**src/pfs_pkg.sv**
```systemverilog
// ----------------------------------------------------------------------------
// pfs_pkg
// types and constants shared by the projectile feeder sequencer
// ----------------------------------------------------------------------------
package pfs_pkg;

	localparam int unsigned InBytes  = 12;
	localparam int unsigned OutBytes = 3;
	localparam int unsigned CfgIdxW  = 3;
	localparam int unsigned CfgDataW = 16;

	// register indexes
	typedef enum logic [CfgIdxW-1:0] {
		REG_ARM_LEVEL     = 3'd0,
		REG_FIRE_LEVEL    = 3'd1,
		REG_HEAT_RESERVE  = 3'd2,
		REG_MIN_WHEEL_RPM = 3'd3,
		REG_JAM_CURRENT   = 3'd4,
		REG_JAM_TICKS     = 3'd5,
		REG_REVERSE_TICKS = 3'd6
	} reg_idx_t;

	// register reset values
	localparam logic signed [10:0] ArmLevelRst     = 11'sd120;
	localparam logic signed [10:0] FireLevelRst    = 11'sd600;
	localparam logic [15:0]        HeatReserveRst  = 16'd100;
	localparam logic [14:0]        MinWheelRpmRst  = 15'd3900;
	localparam logic [14:0]        JamCurrentRst   = 15'd7500;
	localparam logic [9:0]         JamTicksRst     = 10'd500;
	localparam logic [7:0]         ReverseTicksRst = 8'd70;

	// targets
	localparam logic [12:0]       WheelSlow = 13'd4000;
	localparam logic [12:0]       WheelFast = 13'd6000;
	localparam logic [7:0]        SlowCode  = 8'd10;
	localparam logic signed [4:0] FeedFwd   = -5'sd7;
	localparam logic signed [4:0] FeedRev   = 5'sd5;
	localparam logic signed [4:0] FeedHold  = 5'sd0;
	localparam logic signed [4:0] PushSlow  = -5'sd7;
	localparam logic signed [4:0] PushFast  = -5'sd10;

	// timing
	localparam logic [7:0] PushWindow = 8'd55;
	localparam logic [7:0] RefireGap  = 8'd60;
	localparam logic [7:0] TimerMax   = 8'd150;
	localparam logic [9:0] BlockMax   = 10'd1023;
	localparam logic [7:0] ReverseMax = 8'd255;

	typedef struct packed {
		logic [5:0]          pad;
		logic signed [15:0]  feeder_current;
		logic signed [15:0]  right_rpm;
		logic signed [15:0]  left_rpm;
		logic signed [16:0]  heat_margin;
		logic [7:0]          speed_limit;
		logic                shooter_power;
		logic                ball_switch_open;
		logic signed [10:0]  wheel;
		logic                mouse_left;
		logic                ctrl_key;
		logic                toggle_key;
		logic                switch_up;
	} in_beat_t;

	typedef struct packed {
		logic [3:0]         pad;
		logic               jammed;
		logic               clear_loops;
		logic signed [4:0]  feeder_speed_target;
		logic [12:0]        wheel_speed_target;
	} out_beat_t;

endpackage

```
**src/projectile_feeder_sequencer_top.sv**
```systemverilog
// ----------------------------------------------------------------------------
// projectile_feeder_sequencer_top
// per-tick flywheel and feeder targets with arming, firing and jam reverse
// an accepted input beat's result is registered and is on m_tdata in the cycle after it
// throughput: one beat per cycle; the only stall is a full output register
// the whole tick update is combinational logic into the state and result regs
// reset: state and output valid cleared, shot timer at 150, registers at defaults
// ----------------------------------------------------------------------------
module projectile_feeder_sequencer_top (
	input  logic                          clk,
	input  logic                          arst_n,
	input  logic                          s_tvalid,
	output logic                          s_tready,
	// switch_up, toggle_key, ctrl_key, mouse_left, wheel, ball_switch_open,
	// shooter_power, speed_limit, heat_margin, left_rpm, right_rpm,
	// feeder_current, zero fill
	input  logic [pfs_pkg::InBytes*8-1:0] s_tdata,
	output logic                          m_tvalid,
	input  logic                          m_tready,
	// wheel_speed_target, feeder_speed_target, clear_loops, jammed, zero fill
	output logic [pfs_pkg::OutBytes*8-1:0] m_tdata,
	input  logic                          wr_en,
	input  logic [pfs_pkg::CfgIdxW-1:0]   wr_index,
	input  logic [pfs_pkg::CfgDataW-1:0]  wr_data
);

	pfs_pkg::in_beat_t  in_b;
	pfs_pkg::out_beat_t out_d, out_q;

	logic signed [10:0] arm_level_q, fire_level_q;
	logic [15:0]        heat_reserve_q;
	logic [14:0]        min_wheel_rpm_q, jam_current_q;
	logic [9:0]         jam_ticks_q;
	logic [7:0]         reverse_ticks_q;

	logic       enable_toggle_q, toggle_prev_q, mouse_prev_q, mouse_prev2_q;
	logic       armed_q, fire_pending_q, jam_flag_q;
	logic [7:0] shot_timer_q, reverse_count_q;
	logic [9:0] block_count_q;

	logic       enable_toggle_d, armed_d, fire_pending_d, jam_flag_d, enabled;
	logic [7:0] shot_timer_d, reverse_count_d;
	logic [9:0] block_count_d;

	logic       accept, out_valid_q;

	assign in_b     = pfs_pkg::in_beat_t'(s_tdata);
	assign s_tready = !out_valid_q || m_tready;
	assign accept   = s_tvalid && s_tready;
	assign m_tvalid = out_valid_q;
	assign m_tdata  = out_q;

	always_comb begin
		logic [9:0]         bc_inc;
		logic [7:0]         rc_inc;
		logic [7:0]         timer;
		logic signed [4:0]  feed;
		logic [12:0]        wheel_t;
		logic signed [16:0] neg_jam;
		logic signed [17:0] heat_res_s;
		logic [16:0]        la, ra;
		logic               slow;

		enable_toggle_d = enable_toggle_q ^ (!toggle_prev_q && in_b.toggle_key);
		enabled         = (in_b.switch_up || enable_toggle_d) && in_b.shooter_power;
		slow            = (in_b.speed_limit == pfs_pkg::SlowCode);
		block_count_d   = block_count_q;
		reverse_count_d = reverse_count_q;
		jam_flag_d      = jam_flag_q;
		armed_d         = armed_q;
		fire_pending_d  = fire_pending_q;
		feed            = pfs_pkg::FeedHold;
		wheel_t         = '0;
		neg_jam         = -$signed({2'b00, jam_current_q});
		heat_res_s      = $signed({2'b00, heat_reserve_q});
		bc_inc          = (block_count_q == pfs_pkg::BlockMax) ? block_count_q
		                  : block_count_q + 10'd1;
		rc_inc          = (reverse_count_q == pfs_pkg::ReverseMax) ? reverse_count_q
		                  : reverse_count_q + 8'd1;

		if (enabled) begin
			if ($signed({in_b.feeder_current[15], in_b.feeder_current}) < neg_jam) begin
				block_count_d = bc_inc;
				if (bc_inc > jam_ticks_q) begin
					jam_flag_d    = 1'b1;
					block_count_d = '0;
				end
			end else begin
				block_count_d = '0;
			end
			if (jam_flag_d) begin
				reverse_count_d = rc_inc;
				if (rc_inc > reverse_ticks_q) begin
					reverse_count_d = '0;
					jam_flag_d      = 1'b0;
				end
			end
			wheel_t = slow ? pfs_pkg::WheelSlow : pfs_pkg::WheelFast;
			if (!jam_flag_d) begin
				feed = in_b.ball_switch_open ? pfs_pkg::FeedFwd : pfs_pkg::FeedHold;
				if (in_b.wheel < arm_level_q)
					armed_d = 1'b1;
				if (armed_d && (in_b.wheel > fire_level_q || (!mouse_prev2_q && mouse_prev_q))
				    && !in_b.ball_switch_open
				    && $signed({in_b.heat_margin[16], in_b.heat_margin}) >= heat_res_s) begin
					fire_pending_d = 1'b1;
					armed_d        = 1'b0;
				end
			end else begin
				feed = pfs_pkg::FeedRev;
			end
		end

		timer = shot_timer_q;
		if (fire_pending_d && timer > pfs_pkg::RefireGap) begin
			timer          = '0;
			fire_pending_d = 1'b0;
		end
		if (timer < pfs_pkg::PushWindow)
			feed = slow ? pfs_pkg::PushSlow : pfs_pkg::PushFast;
		if (in_b.ctrl_key)
			feed = pfs_pkg::PushFast;
		la = in_b.left_rpm[15] ? 17'(-$signed({in_b.left_rpm[15], in_b.left_rpm}))
		     : {1'b0, in_b.left_rpm};
		ra = in_b.right_rpm[15] ? 17'(-$signed({in_b.right_rpm[15], in_b.right_rpm}))
		     : {1'b0, in_b.right_rpm};
		if (la < {2'b00, min_wheel_rpm_q} || ra < {2'b00, min_wheel_rpm_q})
			feed = pfs_pkg::FeedHold;
		shot_timer_d = (timer < pfs_pkg::TimerMax) ? timer + 8'd1 : timer;

		out_d                     = '0;
		out_d.wheel_speed_target  = wheel_t;
		out_d.feeder_speed_target = feed;
		out_d.clear_loops         = !enabled;
		out_d.jammed              = jam_flag_d;
	end

	// configuration registers
	always_ff @(posedge clk or negedge arst_n) begin
		if (!arst_n) begin
			arm_level_q     <= pfs_pkg::ArmLevelRst;
			fire_level_q    <= pfs_pkg::FireLevelRst;
			heat_reserve_q  <= pfs_pkg::HeatReserveRst;
			min_wheel_rpm_q <= pfs_pkg::MinWheelRpmRst;
			jam_current_q   <= pfs_pkg::JamCurrentRst;
			jam_ticks_q     <= pfs_pkg::JamTicksRst;
			reverse_ticks_q <= pfs_pkg::ReverseTicksRst;
		end else if (wr_en) begin
			case (pfs_pkg::reg_idx_t'(wr_index))
				pfs_pkg::REG_ARM_LEVEL:     arm_level_q     <= $signed(wr_data[10:0]);
				pfs_pkg::REG_FIRE_LEVEL:    fire_level_q    <= $signed(wr_data[10:0]);
				pfs_pkg::REG_HEAT_RESERVE:  heat_reserve_q  <= wr_data;
				pfs_pkg::REG_MIN_WHEEL_RPM: min_wheel_rpm_q <= wr_data[14:0];
				pfs_pkg::REG_JAM_CURRENT:   jam_current_q   <= wr_data[14:0];
				pfs_pkg::REG_JAM_TICKS:     jam_ticks_q     <= wr_data[9:0];
				pfs_pkg::REG_REVERSE_TICKS: reverse_ticks_q <= wr_data[7:0];
				default: ;
			endcase
		end
	end

	// tick state
	always_ff @(posedge clk or negedge arst_n) begin
		if (!arst_n) begin
			enable_toggle_q <= 1'b0;
			toggle_prev_q   <= 1'b0;
			mouse_prev_q    <= 1'b0;
			mouse_prev2_q   <= 1'b0;
			armed_q         <= 1'b0;
			fire_pending_q  <= 1'b0;
			jam_flag_q      <= 1'b0;
			shot_timer_q    <= pfs_pkg::TimerMax;
			block_count_q   <= '0;
			reverse_count_q <= '0;
		end else if (accept) begin
			enable_toggle_q <= enable_toggle_d;
			toggle_prev_q   <= in_b.toggle_key;
			mouse_prev_q    <= in_b.mouse_left;
			mouse_prev2_q   <= mouse_prev_q;
			armed_q         <= armed_d;
			fire_pending_q  <= fire_pending_d;
			jam_flag_q      <= jam_flag_d;
			shot_timer_q    <= shot_timer_d;
			block_count_q   <= block_count_d;
			reverse_count_q <= reverse_count_d;
		end
	end

	// output beat register
	always_ff @(posedge clk or negedge arst_n) begin
		if (!arst_n) begin
			out_valid_q <= 1'b0;
		end else if (accept) begin
			out_valid_q <= 1'b1;
		end else if (m_tready) begin
			out_valid_q <= 1'b0;
		end
	end

	always_ff @(posedge clk) begin
		if (accept) begin
			out_q <= out_d;
		end
	end

endmodule

```
**config.mk**
```make
export PLATFORM = sky130hd
export DESIGN_NAME = projectile_feeder_sequencer_top
export DESIGN_NICKNAME = d
export VERILOG_FILES = /design/src/pfs_pkg.sv /design/src/projectile_feeder_sequencer_top.sv
export SDC_FILE = /design/constraint.sdc
export NUM_CORES = 1
export LEC_CHECK = 0
export BUFFER_PORTS_ARGS = -buffer_cell sky130_fd_sc_hd__buf_2
export CAP_MARGIN = 10
export CORE_ASPECT_RATIO = 1.5
export CORE_MARGIN = 5
export CORE_UTILIZATION = 62
export DETAILED_ROUTE_END_ITERATION = 10
export GPL_TIMING_DRIVEN = 0
export PLACE_DENSITY = 0.89
export SLEW_MARGIN = 5
export SYNTH_ARGS = -nofsm -noshare
export SYNTH_HDL_FRONTEND = slang
export SYNTH_SLANG_ARGS = --single-unit
```
**constraint.sdc**
```tcl
create_clock -name clk -period 8.95 [get_ports clk]
set_input_delay 1.79 -clock clk [delete_from_list [all_inputs] [get_ports clk]]
set_output_delay 1.79 -clock clk [all_outputs]
set_load 0.03 [all_outputs]
```
==> key figures, run 1 <==
Pwr
  • Lkg Pwr: 5.01 nW
  • Total power: 2.26 mW
  • Sw frac: 0.329
  • Relative contribution of combinational cells to total power: 0.301
  • Switching Power: 0.742 mW
  • Power density normalized to cell area: 216 nW/um^2
  • Max rail drop VDD: 0.189 mV
  • Fraction of power consumed by sequential logic: 0.371
  • Internal power: 1.52 mW
  • Share of power burned in the clock network: 0.327

Synth
  • Synth area leaders: dfrtp_1 23%, ha_1 15%, dfstp_2 12%
  • Main synth FF type: dfrtp_1
  • Synth top cells by count: 105 x ha_1, 105 x nand2_1, 94 x inv_1, 81 x dfrtp_1, 79 x o21ai_0
  • Sequential fraction of the synthesis area: 0.378
  • Count of yosys warnings during synthesis: 0
  • Post-synth EDFFs: 10
  • Number of synthesized register bits: 130
  • Mean instance size in the synthesized netlist: 9.45 um^2
  • Count of cell types in the netlist: 64
  • Area share of the largest cell type after synthesis: 0.229
  • Mapped Area: 8860 um^2
  • Most area-hungry cell type in the Yosys netlist: dfrtp_1
  • Post-Synthesis Cells: 938
  • Ys async rst share: 0.923

STA
  • Finish-stage setup viols: 0
  • Final critical delay including setup and external delays: 5.22 ns
  • Slew Limit Headroom: 0.384
  • Highest clock frequency the design can meet: 0.192 GHz
  • Unrepaired setup endpoints after global routing: false
  • Pins Over Slew Limit: 0
  • Least-Margin Pin Slew: 0.925 ns
  • Setup clock skew after layout: 0.00689 ns
  • Total count of hold-check failures in the final report: 0
  • Final worst path period share: 0.583
  • Summed negative setup slack over all endpoints: 0 ns

Clocking
  • Insertion delay of the later-clocked pin in the worst-skew pair: 0.42 ns
  • TritonCTS clock tree: yes
  • Number of levels the H-tree was split into: 4
  • Clock slew at the register clock pins of the worst setup and hold paths: 0.06 ns
  • CTS buffer count: 17
  • Quantity of hold-fixing buffers added after cts: 0
  • Clk sink count: 130
  • Resized cells post-CTS: 0
  • Root Buffer Master: clkbuf_16
  • Post-CTS setup-driven buffer insertion count: 0
  • Number of buffers on the longest clock path: 2

Drt
  • First-pass DRT Iterations: 6
  • Routed length per instance: 18.1 um
  • Count of nets left with antenna violations after detail routing: 0
  • Vias per cell: 5.94
  • Post-detailed-routing wire length: 23.5 mm
  • Iter 0 DRT Violations: 484
  • Via count of the routed design: 7,728
  • Number of remaining DRC errors: 0

Floorplan
  • Number of primary I/O pins: 146
  • Die Area: 16,800 um^2
  • Initial Utilization: 0.630
  • Die H: 156 um
  • Core ar.: 14,100 um^2
  • Die boundary width: 108 um
  • # rows: 53

Setup path
  • Largest fanout of any net on the critical path: 6
  • Crit-path max cell delay: 0.42 ns
  • Cells along the critical path: nor2_1 -> nand2_1 -> nor4_1 -> nand2_1 -> or2_2 -> nor4_1 -> xor2_1 -> ha_1 -> nand4_1 -> nor4_1 -> nor2_1 -> o22ai_1 -> mux2_2 -> o221ai_2 -> o21bai_1 -> nand2_1 -> and2_1 -> ha_1 -> a21oi_1 -> nor2_1 -> nand2b_1 -> a21o_1 -> o311a_1
  • Type of the worst setup path: flop to flop
  • Critical path data required time: 9.12 ns
  • Critical Path End Type: flop
  • Startpoint class of the critical path: flop
  • Family with the most delay on the worst path: simple AND/OR/NAND/NOR gates
  • Buffer and inverter count on the worst path: 0
  • Critical-path cell with the highest stage delay: mux2_2
  • Data arrival time of the critical path: 5.38 ns

Final layout
  • Net total in the final layout: 1,320
  • Number of antenna diodes: 0
  • Share of cells above drive strength 1: 0.251
  • Layout overhead on the synthesized area: 17.9%
  • Finished Core Util: 0.743
  • Post-route design area: 10,400 um^2

Placement
  • Final GP Congestion: 0.909
  • # port buffers: 129
  • Cell area reported after detailed placement: 9810 um^2
  • Half-perimeter wire length after placement: 17.4 mm

Hold path
  • Class of the tightest hold or removal check: flop to flop

Global routing
  • Largest net degree at the start of global routing: 74
  • Total gr overflow: 0
  • Global-route usage over all layers: 0.287
  • Initial antenna violation count: 3
  • Global-route wire length before repair: 38.2 mm
  • Vias in the first global route: 8,066

Status
  • Outcome: completed

Flow run
  • Max Cap Violations: 0
==> tightest hold or removal path: stages, from the launching register on <==
cell	delay, ns
dfrtp_1	0.34
nand2_1	0.05
nand2_1	0.06
==> routing by layer <==
metal	vias up	wire, um	GRT usage	share of wire
met5	-	33	0	0.0014
met2	305	12000	0.501	0.51
li1	3615	-	-	-
met1	3704	8700	0.319	0.37
met3	98	1500	0.0611	0.064
met4	6	1280	0.167	0.054
==> layout make-up <==
| cell class | instances | area, um^2 |
|---|---|---|
| Clock buffer | 19 | 464 |
| Multi-Input combinational cell | 688 | 5000 |
| Buffer | 33 | 176 |
| Timing Repair Buffer | 131 | 687 |
| Inverter | 94 | 353 |
| Clock inverter | 13 | 171 |
| Sequential cell | 130 | 3350 |
| Tap cell | 192 | 240 |
| Fill cell | 972 | 3610 |
==> sequential cells by signal, indices dropped and copies added, names as in the netlist, 8 cells and up <==
register / cells
reverse_ticks_q: 8
block_count_q: 10
fire_level_q: 11
shot_timer_q: 8
reverse_count_q: 8
min_wheel_rpm_q: 15
heat_reserve_q: 16
m_tdata: 10
jam_ticks_q: 10
arm_level_q: 11
jam_current_q: 15
==> per-stage QoR <==
step                      hold slack [ns]  cells  setup WS [ns]
after global placement              0.463   1266           3.62
final                               0.485   1300           3.73
after floorplan                     0.437    945           4.19
after detailed placement            0.473   1267           3.63
after global routing                0.509   1300           3.18
after CTS                           0.486   1299           3.77
==> worst paths after layout <==
| path | startpoint | to | slack (ns) | cells after the start |
|---|---|---|---|---|
| max | jam_current_q[2] | m_tdata[15] | 3.73 | 23 |
| min in group asynchronous | arst_n | arm_level_q[1] | 1.30 | 1 |
| min | toggle_prev_q | toggle_prev_q | 0.48 | 2 |
| max in group asynchronous | arst_n | jam_current_q[6] | 6.90 | 2 |
| min reg2reg | toggle_prev_q | toggle_prev_q | 0.48 | 2 |
| max reg2reg | jam_current_q[2] | m_tdata[15] | 3.73 | 23 |
==> placed cells by master, fill, tap and decap left out, types with 5 or more instances in the layout <==
cell | Yosys | final
o31ai_1 | 11 | 11
xnor2_1 | 35 | 35
conb_1 | 1 | 8
nand2_1 | 105 | 105
a211oi_1 | 6 | 6
a21o_1 | 25 | 25
mux2_2 | 52 | 52
edfxtp_1 | 10 | 10
nand3_1 | 16 | 16
buf_4 | 14 | 14
inv_1 | 94 | 94
a21oi_1 | 29 | 29
buf_2 | 0 | 128
nor3_1 | 19 | 19
clkbuf_1 | 19 | 19
dfstp_2 | 39 | 39
nor2b_1 | 9 | 9
and3_1 | 6 | 6
nand4_1 | 15 | 15
nor2_1 | 47 | 47
clkbuf_16 | 0 | 18
xor2_1 | 12 | 12
a22o_1 | 10 | 10
or3_1 | 5 | 5
dfrtp_1 | 81 | 81
o21ai_0 | 79 | 79
nor4_1 | 7 | 7
nand2b_1 | 18 | 18
ha_1 | 105 | 105
==> power groups by stage <==
stage	clock network [mW]	logic (mW)	registers, mW
global placement	0	0.626	0.831
finish	0.739	0.681	0.838
CTS	0.743	0.680	0.835
detailed placement	0	0.660	0.841
global route	0.773	0.773	0.853
floorplan	0	0.471	0.827
==> cell families after synthesis <==
kind of cell / share of synthesized area
adder cells (fa/ha/maj): 0.148
AND/OR/NAND/NOR: 0.153
flip-flops: 0.378
AO/OA/AOI/OAI: 0.144
XOR/XNOR: 0.0465
multiplexers: 0.0695
buffers and inverters: 0.0597
other: 0.000423
Power figures use the tool's default switching activity.
==> run 2: changes to the inputs <==
--- a/config.mk
+++ b/config.mk
@@ -9,10 +9,10 @@
 export CAP_MARGIN = 10
 export CORE_ASPECT_RATIO = 1.5
 export CORE_MARGIN = 5
-export CORE_UTILIZATION = 62
+export CORE_UTILIZATION = 58
 export DETAILED_ROUTE_END_ITERATION = 10
 export GPL_TIMING_DRIVEN = 0
-export PLACE_DENSITY = 0.89
+export PLACE_DENSITY = 0.84
 export SLEW_MARGIN = 5
 export SYNTH_ARGS = -nofsm -noshare
 export SYNTH_HDL_FRONTEND = slang
==> constraint.sdc (replaced) <==
create_clock -name clk -period 5.4 [get_ports clk]
set_input_delay 1.08 -clock clk [delete_from_list [all_inputs] [get_ports clk]]
set_output_delay 1.08 -clock clk [all_outputs]
set_load 0.03 [all_outputs]
==> key figures, run 2 (synthesis results as in run 1) <==
Status
  • Outcome: completed

Drt
  • Count of nets left with antenna violations after detail routing: 0 (unchanged)
  • Post-detailed-routing wire length: 23.1 mm (-2.0%)
  • Routed length per instance: 17.6 um (-2.8%)
  • Via count of the routed design: 7,702 (-0.34%)
  • Number of remaining DRC errors: 0 (unchanged)
  • Vias per cell: 5.88 (-1.1%)
  • First-pass DRT Iterations: 6 (unchanged)
  • Iter 0 DRT Violations: 344 (-29%)

Final layout
  • Net total in the final layout: 1,323 (+0.23%)
  • Layout overhead on the synthesized area: 18.8%
  • Commonest non-fill, non-tap cell in the layout: buf_2
  • Register containing the most flip-flops in the final layout: heat_reserve_q
  • Commonest cells after routing, fill and taps aside: 128 x buf_2, 105 x nand2_1, 105 x ha_1, 94 x inv_1, 81 x dfrtp_1
  • Non-filler cells, final: 1,310 (+0.77%)
  • Share of cells above drive strength 1: 0.264 (+0.0128)
  • # fillers: 1,064 (+9.5%)
  • Number of antenna diodes: 0 (unchanged)
  • Finished Core Util: 0.699 (-0.0447)
  • Largest register FFs: 16 (unchanged)
  • Post-route design area: 10,500 um^2 (+0.75%)
  • Registers with the highest flip-flop counts: heat_reserve_q (16), jam_current_q (15), min_wheel_rpm_q (15)

Floorplan
  • Die Area: 17,900 um^2 (+6.3%)
  • Initial Utilization: 0.588 (-0.0423)
  • Core ar.: 15,100 um^2 (+7.2%)
  • Die boundary width: 111 um (+3.1%)
  • Number of primary I/O pins: 146 (unchanged)
  • Die H: 161 um (+3.2%)
  • # rows: 55 (+3.8%)

Clocking
  • TritonCTS clock tree: yes
  • CTS buffer count: 17 (unchanged)
  • Insertion delay of the later-clocked pin in the worst-skew pair: 0.43 ns (about the same)
  • Clk sink count: 130 (unchanged)
  • Root Buffer Master: clkbuf_16
  • Clock slew at the register clock pins of the worst setup and hold paths: 0.06 ns (about the same)
  • Quantity of hold-fixing buffers added after cts: 0 (unchanged)
  • Number of buffers on the longest clock path: 2 (unchanged)
  • Number of levels the H-tree was split into: 4 (unchanged)

Placement
  • Final GP Congestion: 0.920 (+1.3%)
  • Half-perimeter wire length after placement: 17.0 mm (-2.1%)
  • Cell area reported after detailed placement: 9810 um^2 (about the same)
  • Placed cells: 1,274 (+0.55%)
  • DP Worst Slack: 0.0119 ns (-3.62 ns)
  • # port buffers: 129 (unchanged)

STA
  • Worst setup slack after layout: 0.255 ns (-3.48 ns)
  • Total count of hold-check failures in the final report: 0 (unchanged)
  • Setup clock skew after layout: 0.00905 ns (+0.00216 ns)
  • Finish-stage setup viols: 0 (unchanged)
  • Summed negative setup slack over all endpoints: 0 ns (unchanged)
  • Highest clock frequency the design can meet: 0.194 GHz (+1.4%)
  • Min Hold Slack: 0.480 ns (-0.00465 ns)
  • Pins Over Slew Limit: 0 (unchanged)
  • Final worst path period share: 0.953 (+0.370)
  • Least-Margin Pin Slew: 1.11 ns (+0.180 ns)
  • Slew Limit Headroom: 0.258 (-0.126)
  • Final critical delay including setup and external delays: 5.14 ns (-0.0701 ns)

Setup path
  • Startpoint class of the critical path: flop
  • Data arrival time of the critical path: 5.32 ns (-0.06 ns)
  • Buffer and inverter count on the worst path: 0 (unchanged)
  • Critical path data required time: 5.57 ns (-3.55 ns)
  • Critical Path End Type: flop
  • Crit-path max cell delay: 0.42 ns (about the same)
  • Cell type with the highest occurrence count on the critical path: ha_1
  • Family with the most delay on the worst path: compound AO/OA/AOI/OAI gates
  • Type of the worst setup path: flop to flop
  • R2R Setup Slk: 0.26 ns (-3.48 ns)
  • Cells along the critical path: ha_1 -> and3_1 -> and3_1 -> nand3_2 -> and3_4 -> nand2_1 -> xnor2_2 -> ha_1 -> a21o_1 -> a21o_1 -> a221oi_2 -> a32oi_2 -> o221ai_2 -> o221ai_4 -> o21bai_2 -> nand2_1 -> and2_1 -> ha_1 -> a21oi_1 -> nor2_2 -> nor3_1 -> a21o_2 -> mux2i_2 -> nor3b_2
  • Critical-path cell with the highest stage delay: dfrtp_1
  • Largest fanout of any net on the critical path: 6 (unchanged)

Pwr
  • Power density normalized to cell area: 351 nW/um^2 (+62%)
  • Total power: 3.70 mW (+64%)
  • Relative contribution of combinational cells to total power: 0.311 (+0.010)
  • Lkg Pwr: 5.03 nW (+0.37%)
  • Internal power: 2.47 mW (+63%)
  • Share of power burned in the clock network: 0.314 (-0.013)
  • Sw frac: 0.331 (+0.00263)
  • Max rail drop VDD: 0.250 mV (+32%)
  • Fraction of power consumed by sequential logic: 0.375 (+0.004)
  • Switching Power: 1.22 mW (+65%)

Global routing
  • Largest net degree at the start of global routing: 65 (-12%)
  • Vias in the first global route: 7,890 (-2.2%)
  • Initial antenna violation count: 0 (-3)
  • Global-route wire length before repair: 37.6 mm (-1.5%)
  • Global-route usage over all layers: 0.258 (-0.0295)
  • Total gr overflow: 0 (unchanged)

Flow run
  • Max Cap Violations: 0 (unchanged)

Hold path
  • Class of the tightest hold or removal check: flop to flop
## run 2: final cells by class
cell class / count / area [um^2] / share of cell area
Clock inverter: 12 / 129 / 0.0122
Sequential cell: 130 / 3350 / 0.318
Clock buffer: 20 / 468 / 0.0444
Tap cell: 199 / 249 / 0.0237
Timing Repair Buffer: 134 / 709 / 0.0674
Inverter: 94 / 353 / 0.0335
Buffer: 33 / 176 / 0.0168
Multi-Input combinational cell: 688 / 5090 / 0.484
## run 2: final timing paths
kind | cells after the start | start | endpoint
max | 24 | block_count_q[0] | m_tdata[13]
min | 2 | armed_q | armed_q
max reg2reg | 24 | block_count_q[0] | m_tdata[13]
min reg2reg | 2 | armed_q | armed_q
max in group asynchronous | 2 | arst_n | min_wheel_rpm_q[11]
min in group asynchronous | 1 | arst_n | shot_timer_q[3]
## run 2: power by group through the flow
stage	combinational, mW	sequential, mW	clock (mW)
finish	1.15	1.39	1.16
global route	1.30	1.41	1.21
CTS	1.12	1.38	1.16
detailed placement	1.09	1.39	0
global placement	1.04	1.38	0
floorplan	0.781	1.37	0
## run 2: layer usage
layer	part of all wire	vias up	track usage
met5	0	-	0
met4	0.041	0	0.110
met3	0.056	64	0.0487
met2	0.52	282	0.475
met1	0.38	3739	0.288
li1	-	3617	-
## run 2: worst reg2reg max path: stages (launching register included)
cell,delay [ns]
dfrtp_1,0.42
ha_1,0.22
and3_1,0.21
and3_1,0.26
nand3_2,0.15
and3_4,0.22
nand2_1,0.09
xnor2_2,0.15
ha_1,0.31
a21o_1,0.17
a21o_1,0.19
a221oi_2,0.29
a32oi_2,0.17
o221ai_2,0.17
o221ai_4,0.16
o21bai_2,0.21
nand2_1,0.13
and2_1,0.20
ha_1,0.23
a21oi_1,0.19
nor2_2,0.07
nor3_1,0.16
a21o_2,0.20
mux2i_2,0.26
nor3b_2,0.07
## run 2: timing repair
action | CTS | global route
setup buffers | 0 | 4
gates resized for setup | 2 | 13
pin swaps | 0 | 3
setup endpoints to repair | 4 | 6
